`src/design/cde_pkg.sv`:
```
package cde_pkg;

  // field widths
  localparam int unsigned ModeW     = 3;
  localparam int unsigned DataW     = 32;
  localparam int unsigned StatusW   = 2;
  localparam int unsigned PosW      = 6;
  localparam int unsigned InTdataW  = 40;
  localparam int unsigned OutTdataW = 40;

  // default number of store entries
  localparam int unsigned DefDepth = 16;

  // request modes
  localparam logic [ModeW-1:0] ModePushFront = 3'd0;
  localparam logic [ModeW-1:0] ModePushBack  = 3'd1;
  localparam logic [ModeW-1:0] ModePopFront  = 3'd2;
  localparam logic [ModeW-1:0] ModePopBack   = 3'd3;
  localparam logic [ModeW-1:0] ModeSearch    = 3'd4;
  localparam logic [ModeW-1:0] ModeView      = 3'd5;

  // result status codes
  localparam logic [StatusW-1:0] StatusOk       = 2'd0;
  localparam logic [StatusW-1:0] StatusEmpty    = 2'd1;
  localparam logic [StatusW-1:0] StatusFull     = 2'd2;
  localparam logic [StatusW-1:0] StatusNotFound = 2'd3;

endpackage

```
`src/design/cde_ram.sv`:
```
module cde_ram #(
  parameter int unsigned WIDTH = cde_pkg::DataW,
  parameter int unsigned DEPTH = cde_pkg::DefDepth
) (
  input  logic                     clk_i,
  input  logic                     we_i,
  input  logic [$clog2(DEPTH)-1:0] waddr_i,
  input  logic [WIDTH-1:0]         wdata_i,
  input  logic                     re_i,
  input  logic [$clog2(DEPTH)-1:0] raddr_i,
  output logic [WIDTH-1:0]         rdata_o
);

  logic [WIDTH-1:0] mem_q [DEPTH];
  logic [WIDTH-1:0] rdata_q;

  // write port
  always_ff @(posedge clk_i) begin
    if (we_i) begin
      mem_q[waddr_i] <= wdata_i;
    end
  end

  // registered read port, holds its data while no read is issued
  always_ff @(posedge clk_i) begin
    if (re_i) begin
      rdata_q <= mem_q[raddr_i];
    end
  end

  assign rdata_o = rdata_q;

endmodule

```
`src/design/circular_deque_engine.sv`:
```
// push, pop and empty/full responses: a response or pop state, then the result register
// search: walks the items from the front until a match or the last item
// view: one result per cycle from the store read port while the output is not stalled
// one request at a time; a new request is taken while the last result waits
// reset clears front index, item count and the output valid flag; store is not cleared
module circular_deque_engine #(
  parameter int unsigned DEPTH = cde_pkg::DefDepth
) (
  input  logic                           clk_i,
  input  logic                           rst_ni,
  input  logic                           s_axis_tvalid,
  output logic                           s_axis_tready,
  // [2:0] mode, [34:3] value_in, [39:35] zero
  input  logic [cde_pkg::InTdataW-1:0]   s_axis_tdata,
  output logic                           m_axis_tvalid,
  input  logic                           m_axis_tready,
  // [1:0] status, [33:2] value_out, [39:34] position
  output logic [cde_pkg::OutTdataW-1:0]  m_axis_tdata,
  output logic                           m_axis_tlast
);

  localparam int unsigned IdxW = $clog2(DEPTH);
  localparam int unsigned CntW = $clog2(DEPTH + 1);
  localparam logic [IdxW-1:0] LastIdx = IdxW'(DEPTH - 1);
  localparam logic [CntW-1:0] FullCnt = CntW'(DEPTH);

  localparam logic [2:0] StIdle = 3'd0;
  localparam logic [2:0] StResp = 3'd1;
  localparam logic [2:0] StPop  = 3'd2;
  localparam logic [2:0] StSrch = 3'd3;
  localparam logic [2:0] StView = 3'd4;

  // circular index step, no divider
  function automatic logic [IdxW-1:0] idx_inc(input logic [IdxW-1:0] idx);
    return (idx == LastIdx) ? '0 : idx + 1'b1;
  endfunction

  function automatic logic [IdxW-1:0] slot_of(input logic [IdxW-1:0] base,
                                               input logic [CntW-1:0] off);
    logic [IdxW:0] sum;
    sum = (IdxW + 1)'(base) + (IdxW + 1)'(off);
    if (sum >= (IdxW + 1)'(DEPTH)) begin
      sum = sum - (IdxW + 1)'(DEPTH);
    end
    return sum[IdxW-1:0];
  endfunction

  logic [2:0]                     state_q, state_d;
  logic [IdxW-1:0]                front_q, front_d;
  logic [CntW-1:0]                count_q, count_d;
  logic [IdxW-1:0]                idx_q, idx_d;
  logic [IdxW-1:0]                ptr_q, ptr_d;
  logic signed [cde_pkg::DataW-1:0] key_q, key_d;
  logic [cde_pkg::StatusW-1:0]    res_status_q, res_status_d;

  logic [cde_pkg::ModeW-1:0]      in_mode;
  logic signed [cde_pkg::DataW-1:0] in_value;
  logic                           s_acc;
  logic                           out_free;
  logic                           idx_last;
  logic [IdxW-1:0]                front_dec;

  logic                           mem_we, mem_re;
  logic [IdxW-1:0]                mem_waddr, mem_raddr;
  logic [cde_pkg::DataW-1:0]      mem_rdata;

  logic                           emit;
  logic [cde_pkg::StatusW-1:0]    emit_status;
  logic [cde_pkg::DataW-1:0]      emit_value;
  logic [cde_pkg::PosW-1:0]       emit_pos;
  logic                           emit_last;

  logic                           out_valid_q;
  logic [cde_pkg::OutTdataW-1:0]  out_data_q;
  logic                           out_last_q;

  // request unpacking and handshake
  assign in_mode       = s_axis_tdata[cde_pkg::ModeW-1:0];
  assign in_value      = s_axis_tdata[cde_pkg::ModeW +: cde_pkg::DataW];
  assign s_axis_tready = (state_q == StIdle);
  assign s_acc         = s_axis_tvalid && s_axis_tready;
  assign out_free      = !out_valid_q || m_axis_tready;
  assign idx_last      = ((IdxW + 1)'(idx_q) + 1'b1) == (IdxW + 1)'(count_q);
  assign front_dec     = (front_q == '0) ? LastIdx : front_q - 1'b1;

  // item store
  cde_ram #(
    .WIDTH(cde_pkg::DataW),
    .DEPTH(DEPTH)
  ) u_store (
    .clk_i  (clk_i),
    .we_i   (mem_we),
    .waddr_i(mem_waddr),
    .wdata_i(in_value),
    .re_i   (mem_re),
    .raddr_i(mem_raddr),
    .rdata_o(mem_rdata)
  );

  // sequencer
  always_comb begin
    state_d      = state_q;
    front_d      = front_q;
    count_d      = count_q;
    idx_d        = idx_q;
    ptr_d        = ptr_q;
    key_d        = key_q;
    res_status_d = res_status_q;
    mem_we       = 1'b0;
    mem_waddr    = front_q;
    mem_re       = 1'b0;
    mem_raddr    = front_q;
    emit         = 1'b0;
    emit_status  = cde_pkg::StatusOk;
    emit_value   = '0;
    emit_pos     = '0;
    emit_last    = 1'b1;
    unique case (state_q)
      StIdle: begin
        if (s_acc) begin
          key_d = in_value;
          unique case (in_mode) inside
            cde_pkg::ModePushFront, cde_pkg::ModePushBack: begin
              state_d = StResp;
              if (count_q == FullCnt) begin
                res_status_d = cde_pkg::StatusFull;
              end else begin
                res_status_d = cde_pkg::StatusOk;
                mem_we       = 1'b1;
                count_d      = count_q + 1'b1;
                if (in_mode == cde_pkg::ModePushFront) begin
                  mem_waddr = front_dec;
                  front_d   = front_dec;
                end else begin
                  mem_waddr = slot_of(front_q, count_q);
                end
              end
            end
            cde_pkg::ModePopFront, cde_pkg::ModePopBack: begin
              if (count_q == '0) begin
                res_status_d = cde_pkg::StatusEmpty;
                state_d      = StResp;
              end else begin
                mem_re  = 1'b1;
                count_d = count_q - 1'b1;
                state_d = StPop;
                if (in_mode == cde_pkg::ModePopFront) begin
                  mem_raddr = front_q;
                  front_d   = idx_inc(front_q);
                end else begin
                  mem_raddr = slot_of(front_q, count_q - 1'b1);
                end
              end
            end
            cde_pkg::ModeSearch, cde_pkg::ModeView: begin
              if (count_q == '0) begin
                res_status_d = (in_mode == cde_pkg::ModeSearch) ?
                               cde_pkg::StatusNotFound : cde_pkg::StatusEmpty;
                state_d      = StResp;
              end else begin
                mem_re    = 1'b1;
                mem_raddr = front_q;
                ptr_d     = front_q;
                idx_d     = '0;
                state_d   = (in_mode == cde_pkg::ModeSearch) ? StSrch : StView;
              end
            end
            default: begin
              state_d = StIdle;
            end
          endcase
        end
      end
      StResp: begin
        if (out_free) begin
          emit        = 1'b1;
          emit_status = res_status_q;
          state_d     = StIdle;
        end
      end
      StPop: begin
        if (out_free) begin
          emit       = 1'b1;
          emit_value = mem_rdata;
          state_d    = StIdle;
        end
      end
      StSrch: begin
        // read data belongs to idx_q; the next read goes out while comparing
        if ((mem_rdata == key_q) || idx_last) begin
          if (out_free) begin
            emit    = 1'b1;
            state_d = StIdle;
            if (mem_rdata == key_q) begin
              emit_value = key_q;
              emit_pos   = cde_pkg::PosW'(idx_q);
            end else begin
              emit_status = cde_pkg::StatusNotFound;
            end
          end
        end else begin
          mem_re    = 1'b1;
          mem_raddr = idx_inc(ptr_q);
          ptr_d     = idx_inc(ptr_q);
          idx_d     = idx_q + 1'b1;
        end
      end
      StView: begin
        if (out_free) begin
          emit       = 1'b1;
          emit_value = mem_rdata;
          emit_pos   = cde_pkg::PosW'(idx_q);
          emit_last  = idx_last;
          if (idx_last) begin
            state_d = StIdle;
          end else begin
            mem_re    = 1'b1;
            mem_raddr = idx_inc(ptr_q);
            ptr_d     = idx_inc(ptr_q);
            idx_d     = idx_q + 1'b1;
          end
        end
      end
      default: begin
        state_d = StIdle;
      end
    endcase
  end

  // control registers
  always_ff @(posedge clk_i or negedge rst_ni) begin
    if (!rst_ni) begin
      state_q <= StIdle;
      front_q <= '0;
      count_q <= '0;
    end else begin
      state_q <= state_d;
      front_q <= front_d;
      count_q <= count_d;
    end
  end

  // walk and request holding registers
  always_ff @(posedge clk_i) begin
    idx_q        <= idx_d;
    ptr_q        <= ptr_d;
    key_q        <= key_d;
    res_status_q <= res_status_d;
  end

  // output register
  always_ff @(posedge clk_i or negedge rst_ni) begin
    if (!rst_ni) begin
      out_valid_q <= 1'b0;
    end else if (emit) begin
      out_valid_q <= 1'b1;
    end else if (m_axis_tready) begin
      out_valid_q <= 1'b0;
    end
  end

  always_ff @(posedge clk_i) begin
    if (emit) begin
      out_data_q <= {emit_pos, emit_value, emit_status};
      out_last_q <= emit_last;
    end
  end

  assign m_axis_tvalid = out_valid_q;
  assign m_axis_tdata  = out_data_q;
  assign m_axis_tlast  = out_last_q;

  // checks
  a_count_bound: assert property (@(posedge clk_i) disable iff (!rst_ni)
    count_q <= FullCnt)
    else $error("item count beyond store depth");

  a_idle_no_emit: assert property (@(posedge clk_i) disable iff (!rst_ni)
    (state_q == StIdle) |-> !emit)
    else $error("result produced with no request in progress");

  a_push_grows: assert property (@(posedge clk_i) disable iff (!rst_ni)
    (s_acc && (in_mode == cde_pkg::ModePushBack) && (count_q != FullCnt))
    |=> (count_q == $past(count_q) + 1'b1))
    else $error("accepted push did not grow the count");

  a_notlast_view: assert property (@(posedge clk_i) disable iff (!rst_ni)
    (emit && !emit_last) |-> (state_q == StView))
    else $error("non-final result outside a view walk");

endmodule
```
`config.mk`:
```
export PLATFORM = sky130hd
export DESIGN_NAME = circular_deque_engine
export DESIGN_NICKNAME = d
export VERILOG_FILES = /design/src/design/cde_pkg.sv /design/src/design/cde_ram.sv /design/src/design/circular_deque_engine.sv
export SDC_FILE = /design/constraint.sdc
export NUM_CORES = 1
export LEC_CHECK = 0
export ABC_AREA = 1
export BUFFER_PORTS_ARGS = -buffer_cell sky130_fd_sc_hd__buf_2
export CAP_MARGIN = 25
export CELL_PAD_IN_SITES_DETAIL_PLACEMENT = 1
export CELL_PAD_IN_SITES_GLOBAL_PLACEMENT = 2
export CORE_AREA = 4 4 262 264
export CTS_BUF_LIST = sky130_fd_sc_hd__clkbuf_8
export DETAILED_ROUTE_END_ITERATION = 7
export DIE_AREA = 0 0 266 268
export PLACE_DENSITY_LB_ADDON = 0.3
export RECOVER_POWER = 25
export SLEW_MARGIN = 40
export SYNTH_ARGS = -nofsm -noshare
export SYNTH_HDL_FRONTEND = slang
export SYNTH_SLANG_ARGS = --single-unit
```
`constraint.sdc`:
```
create_clock -name clk_i -period 5.4 [get_ports clk_i]
set_input_delay 0.54 -clock clk_i [delete_from_list [all_inputs] [get_ports clk_i]]
set_output_delay 0.54 -clock clk_i [all_outputs]
set_load 0.03 [all_outputs]
```
After elaboration in Yosys (flattened, before gate mapping):

Memories as Yosys holds them, arrays and structs flattened. A register that Yosys moved wholly into a read port is not among the register bits.
Cells that the tools add are included.

* memory bits (writable): 512
* bits in registers: 96
* memories kept: 1

Memory list
* u_store.mem_q: depth 16, bits a word 32, read ports 1, clocked after memory_dff 1, wr ports 1, RTL line cde_ram.sv:14 `logic [WIDTH-1:0] mem_q [DEPTH];`

* equal/unequal tests: 28
* magnitude comparators: 2
* mux-type cells: 88
* add/subtract/negate cells: 11
* reduce and logical (&&, ||, !) cells: 26

Operators with widths (number)
* two-way mux 4 bit: 37
* two-way mux 32 bit: 4
* one-hot mux 32 bit (2 select lines): 1
* one-hot mux 4 bit (3 select lines): 3
* == test 32 bit: 1
* != test 2 bit, second input constant: 12
* two-way mux 3 bit: 7
* two-way mux 2 bit: 9
* two-way mux 1 bit: 16
* one-hot mux 4 bit (2 select lines): 2
* AND reduction 7 bit: 2
* adder 4 x 1 -> 4 bit, second input constant: 3
* == test 3 x 2 -> 1 bit, second input constant: 4
* one-hot mux 3 bit (4 select lines): 1
* subtractor 4 x 1 -> 4 bit, second input constant: 3
* adder 4 x 5 -> 5 bit: 2
* greater-or-equal comparator 5 bit, second input constant: 2
* two-way mux 5 bit: 2
* one-hot mux 5 bit (2 select lines): 1
* AND reduction 5 bit: 2
* OR reduction 2 bit: 5
* == test 3 bit, second input constant: 3
* one-hot mux 3 bit (3 select lines): 1
* == test 4 bit, second input constant: 2
* other kinds (23): 30

Longest topological paths before layout:

Gate-level depths: netlist of run 1.

* word-level depth: 9
* mapped depth: 21
* gate-level depth less buffers: 19

Modules after synthesis:

From an unflattened synthesis of run 1, not the netlist that was laid out.

* cells, all modules: 2688
* area total of the unflattened synthesis: 28310.9 um^2

Modules (own cells, without submodules)
* cde_ram: times used 1, cells an instance 2120, area each 23050.9 um^2, seq. area each 16335.7 um^2
* circular_deque_engine: times used 1, cells an instance 568, area each 5260.0 um^2, seq. area each 2757.6 um^2

Worst setup path before layout of run 1:

No wires, ideal clock.

* kind: register to register
* start: register state_q[1]
* end: memory u_store.mem_q[12][0] (netlist name) (enable)
* required time: 4.979 ns
* setup time: 0.421 ns
* period minus slack after synthesis: 4.762 ns
* stages on the path, launching flop included: 13
* path slack: 0.638 ns
* buffers on the path: 0
* arrival: 4.341 ns
* cells stage by stage: dfrtp_1 > inv_2 > nand2_4 > nor2_8 > inv_1 > nor2_2 > inv_1 > nor3_1 > inv_1 > or2_2 > inv_1 > o21ai_0 > nor2_1

* word-level cells in the longest chain between the ends: 6
* elaborated cells on any way between the ends: 8

RTL lines
* from (decl): RTL line circular_deque_engine.sv:48 `logic [2:0] state_q, state_d;`
* from (signal assigned): RTL line circular_deque_engine.sv:233 `state_q <= StIdle;`
* from (signal assigned): RTL line circular_deque_engine.sv:237 `state_q <= state_d;`
* zero test 3 bit *: RTL line circular_deque_engine.sv:80 `assign s_axis_tready = (state_q == StIdle);`
* net s_axis_tready: RTL line circular_deque_engine.sv:12 `output logic s_axis_tready,`
* logical AND 1 bit: RTL line circular_deque_engine.sv:81 `assign s_acc = s_axis_tvalid && s_axis_tready;`
* two-way mux 1 bit: RTL line circular_deque_engine.sv:120 `if (s_acc) begin`
* two-way mux 1 bit: RTL line circular_deque_engine.sv:118 `unique case (state_q)`
* two-way mux 1 bit: RTL line cde_ram.sv:19 `if (we_i) begin`
* two-way mux 1 bit (not written as such): RTL line cde_ram.sv:20 `mem_q[waddr_i] <= wdata_i;`
* to (decl): RTL line cde_ram.sv:14

The timed path passes the listed nets; every way through them passes the cells marked *.

Final worst setup path of run 1:

* start: register state_q[1]
* end: memory u_store.mem_q[10][24] (netlist name) (enable)

* word-level cells in the longest chain between the ends: 6
* elaborated cells on any way between the ends: 8

RTL lines (RTL line)
* zero test 3 bit *: circular_deque_engine.sv:80, circular_deque_engine.sv:118
* logical AND 1 bit: circular_deque_engine.sv:81
* two-way mux 1 bit: circular_deque_engine.sv:120
* two-way mux 1 bit: circular_deque_engine.sv:118
* two-way mux 1 bit: cde_ram.sv:19
* two-way mux 1 bit (not written as such): cde_ram.sv:20

Mark *: on every way between the ends. The rest lies on a longest branch, timed or not.

==> metrics.txt, run 1 <==
status=finished clean; Slew headroom=0.458; post-DR wirelength/cell=23.1 um; total grt overflow=0; CP Depth=14; top cells by count, synth=nand2_1, edfxtp_1, nand3_1; Initial Util=0.425; Die Height=268 um; Post-synth EDFFs=625; clock root cell=clkbuf_8; CTS Buffer Depth=3; critical-path cell list=inv_2, nand2_4, nor2_8, inv_1, nor2_4, inv_1, nor3_1, inv_1, a21oi_1, o21ai_0, o21ai_0, nand2_1, nor2_4, buf_4; maxcap violations=0; Yosys cell types=44; critical path peak fanout=18; total negative slack=0 ns; drt pass-1 iters=5; CTS tree=done; area grow syn2layout=11.7%; ys async rst share=0.0204; nets@finish=2785; Crit-path slowest cell=nor2_4; Fmax achieved=243 MHz; max-slew violation count=0; Clock Skews=0.0249 ns; DR top layer=met5; Clock Sinks=638; initial drt markers=1529; R2R Setup Slk=1.29 ns; Fin. Hold Viols=0; kind of critical path=register to register; wl on met1=36900 um; arrival time worst endpoint=4.46 ns; pin count of the biggest net entering global routing=129; Post-Syn Area=28300 um^2; HP Class=primary input to register; Hold WS=0.248 ns; largest area contributor in the netlist=edfxtp_1; gr usage total=0.238; Core Box Area=66600 um^2; Max stage delay on crit path=0.68 ns; fin crit share=0.761; vias in the first global route=21110; Synth warnings=0; RSZ-0062 raised after global routing=no; die area=71300 um^2; Worst Reg2Reg Path Length in Cells=14; Most common cell on crit path=inv_1; most used flip-flop cell after synthesis=edfxtp_1; GP Congestion=0.797; Final ANT Viol Nets=0; antenna violations before repair=5; clock period minus worst slack=4.11 ns; Mapped Cells=2628; met2 routed WL=41100 um; Resize count post-CTS=0; fraction of layout cells with a size suffix above 1=0.103; sequential cell area fraction in the yosys report=0.674; syn avg cell area=10.8 um^2; final setup fails=0; wire length on met3=4800 um; CP Launch Type=register; # port buffers=79; detailed-route via count=20079; CP Capture Type=register; Top Ports=87; final WL=85000 um; first-pass GRT wire length=128000 um; Via density=5.46; count leader, synth=nand2_1; post-synth top area share=0.663; WHS Path Cells=1; Yosys reg bits=638; DPL Wire Length=46700 um; WP buf/inv=5; H-tree depth reported by CTS=3; crit-path leading delay family=simple AND/OR/NAND/NOR gates; worst-skew pair later-pin latency=0.71 ns; clock-pin transition on the worst setup and hold timing paths=0.06 ns; WP data required=5.75 ns; TritonCTS Buffers=106; DRC=0; Area contributors post-synth=edfxtp_1, nand3_1, nand2_1; Worst-Margin Slew=0.813 ns; Die W=266 um; Rows=95
cell families after synthesis:
| family | synth area share |
|---|---|
| and+or+nand+nor | 0.219 |
| DFF | 0.674 |
| AOI/OAI and AO/OA | 0.0186 |
| buffers and inverters | 0.0677 |
| xor gates and xnor gates | 0.0124 |
| other | 0.000132 |
| adders and majority gates | 0.00760 |
metal layers:
metal,up-vias,GRT usage
met4,2,0.0777
met5,-,0
met1,10257,0.314
met2,555,0.403
met3,135,0.0406
li1,9130,-
state kept, by name (all words and copies together) (netlist names):
signal / cells
u_store.mem_q: 512
m_axis_tdata: 38
key_q: 32
u_store.rdata_o: 32
count_q: 5
front_q: 4
idx_q: 4
ptr_q: 4
state_q: 3
res_status_q: 2
m_axis_tlast: 1
m_axis_tvalid: 1
worst paths after layout:
kind	startpoint	endpoint
max	state_q[1]	u_store.mem_q[10][24]
min	s_axis_tdata[21]	u_store.mem_q[3][18]
max reg2reg	state_q[1]	u_store.mem_q[10][24]
min reg2reg	state_q[1]	state_q[1]
max in group asynchronous	rst_ni	count_q[0]
min in group asynchronous	rst_ni	front_q[1]
worst register-to-register path, stage by stage, from the launching register on:
cell and delay [ns]:
dfrtp_1 0.41, inv_2 0.13, nand2_4 0.10, nor2_8 0.20, inv_1 0.19, nor2_4 0.12, inv_1 0.09, nor3_1 0.42
inv_1 0.19, a21oi_1 0.15, o21ai_0 0.09, o21ai_0 0.15, nand2_1 0.32, nor2_4 0.68, buf_4 0.52
final cells by class:
class	count	area, um^2
well taps	873	1090
clock buffers	108	1490
diodes	3	7.51
flip-flops and latches	638	19100
inverters	283	1070
clock inverters	79	404
multi-input cells	1561	7500
repair buffers	135	972
fillers	7240	34900
cells in the final DEF (no fill, tap or decap), types with 4 or more instances in the layout:
master and n:
clkinv_1 26, o21ai_0 55, nor2_2 5, nand3_1 596, xor2_1 10, clkbuf_1 22, nor2_1 41, a21oi_1 17
nor2_4 22, nand2_2 6, clkinv_2 4, edfxtp_1 625, o21ai_1 4, inv_2 8, o32ai_1 6, xnor2_1 30
buf_12 12, clkbuf_8 108, inv_1 314, dfrtp_1 13, nand4_1 7, nand2_1 715, ha_1 14, buf_2 57
buf_4 40
stage by stage:
stage	worst slack (ns)	util	instance area [um^2]	cells
after global routing	1.03	0.475	31600	3680
after detailed placement	1.28	0.447	29700	3488
final	1.29	0.475	31600	3680
after floorplan	0.638	-	28300	2629
after global placement	1.36	0.446	29700	3486
after CTS	1.26	0.475	31600	3676
repair_timing:
item / in CTS / in global routing
hold buffers: 1 / 0
hold endpoints to repair: 13 / 0
setup buffers: 0 / 0
Power of run 1 is not shown: default switching activity piles up to over one toggle a cycle in this logic, so the estimate is an artifact.
==> inputs of run 2 (changes only) <==
Clock period 5.4 ns to 4.3 ns, I/O delays scaled along.
==> run 2 against run 1 <==
  * Final cell count fell by 0.11%
  * Critical path depth rose by 4
  * Via count fell by 0.53%
  * Clock skew rose by 0.0072 ns
  * Sequential share of layout area fell by 0.31 points
  * Routed wire length barely moved
  * Critical endpoint is now u_store.rdata_o[4]
  * Largest cell class unchanged
==> metrics.txt, run 2 (same netlist as run 1, synthesis figures left out) <==
critical path peak fanout=59; drt pass-1 iters=5; vias in the first global route=21248; Worst Setup Slack, final=0.583 ns; maxcap violations=0; status=finished clean; Fin. Hold Viols=0; Slew headroom=0.467; worst reg2reg startpoint=u_store.rdata_o[16]; kind of critical path=register to register; critical-path cell list=xnor2_1, nand2_1, nor2_1, nand2_1, nor2_1, nand2_1, nand2_1, nand2_2, nand2_2, nand2_8, nand3_4, buf_4, buf_12, nand2_1, nand3_1, nand3_1, nand3_1, nand2_1; gr usage total=0.239; die area=71300 um^2; DRC=0; worst-skew pair later-pin latency=0.71 ns; fill cell count=7290; crit-path leading delay family=simple AND/OR/NAND/NOR gates; TritonCTS Buffers=107; max reg flops=512; Final ANT Viol Nets=0; Fmax achieved=269 MHz; postcts setup bufs=0; Placement Setup Slack=0.545 ns; antenna violations before repair=7; Multi-input gate area=7520 um^2; hold_sp=s_axis_tdata[28]; CTS tree=done; CP Launch Type=register; detailed-route via count=19972; # port buffers=79; commonest cells after routing, fill and taps aside=nand2_1, edfxtp_1, nand3_1, inv_1, clkbuf_8; total negative slack=0 ns; GP Congestion=0.786; Initial Util=0.425; CTS Buffer Depth=3; fraction of layout cells with a size suffix above 1=0.104; max-slew violation count=0; nets@finish=2783; pin count of the biggest net entering global routing=108; Clock Sinks=638; WP data required=4.75 ns; HP Class=primary input to register; Crit-path slowest cell=edfxtp_1; clock root cell=clkbuf_8; Worst Reg2Reg Path Length in Cells=18; Most flops, register=u_store.mem_q; first-pass GRT wire length=129000 um; Most common cell on crit path=nand2_1; Core Util, Final=0.478; fin crit share=0.865; Die Height=268 um; Rows=95; Hold WS=0.132 ns; RSZ-0062 raised after global routing=no; final WL=85000 um; WP buf/inv=2; WHS Path Cells=1; clock period minus worst slack=3.72 ns; Worst-Margin Slew=0.799 ns; worst setup path startpoint=u_store.rdata_o[16]; arrival time worst endpoint=4.17 ns; most common cell after layout, fill and taps aside=nand2_1; Clock Skews=0.0321 ns; H-tree depth reported by CTS=3; Via density=5.43; CP Capture Type=register; Max stage delay on crit path=0.43 ns; final setup fails=0; area grow syn2layout=12.3%; register area=19100 um^2; Top Ports=87; CP Depth=18; total grt overflow=0; post-DR wirelength/cell=23.1 um; Die W=266 um; initial drt markers=1405; DPL Wire Length=44900 um; Core Box Area=66600 um^2; clock-pin transition on the worst setup and hold timing paths=0.06 ns
-- run 2: area by class of cell --
cell class / count / area share
diodes: 2 / 0.000157
clock buffers: 109 / 0.0472
clock inverters: 78 / 0.0113
inverters: 283 / 0.0336
multi-input cells: 1561 / 0.237
flip-flops and latches: 638 / 0.601
well taps: 873 / 0.0344
repair buffers: 132 / 0.0363
-- run 2: stage by stage --
stage,cell area [um^2],std cells
6_report,31800,3676
5_1_grt,31800,3676
4_1_cts,31800,3674
3_5_place_dp,29900,3486
3_3_place_gp,29900,3485
2_1_floorplan,28300,2629
-- run 2: what timing repair did --
action | in CTS | in global routing
endpoints found under the hold margin | 13 | 0
gates resized for setup | 0 | 0
hold buffers | 1 | 0
-- run 2: final timing paths --
| check | to | slack, ns |
|---|---|---|
| max | u_store.rdata_o[4] | 0.58 |
| min | u_store.mem_q[9][25] | 0.13 |
| max reg2reg | u_store.rdata_o[4] | 0.58 |
| min reg2reg | state_q[1] | 0.59 |
| max in group asynchronous | m_axis_tvalid | 3.82 |
| min in group asynchronous | state_q[1] | 0.18 |
-- run 2: per-layer routing --
| layer | part of all wire | GRT usage | routed length [um] | vias to the layer above |
|---|---|---|---|---|
| li1 | - | - | - | 9111 |
| met1 | 0.43 | 0.320 | 36900 | 10174 |
| met2 | 0.49 | 0.409 | 41700 | 537 |
| met3 | 0.049 | 0.0309 | 4200 | 146 |
| met4 | 0.026 | 0.0767 | 2170 | 4 |
| met5 | 0.00024 | 0 | 20 | - |
-- run 2: worst reg2reg max path, delay by kind of cell (launching register included) --
kind	cells	cell delay [ns]
AND/OR/NAND/NOR	15	2.40
buffers and inverters	2	0.46
flip-flops	1	0.43
XOR/XNOR	1	0.22
Power of run 2 is left out for the same reason.
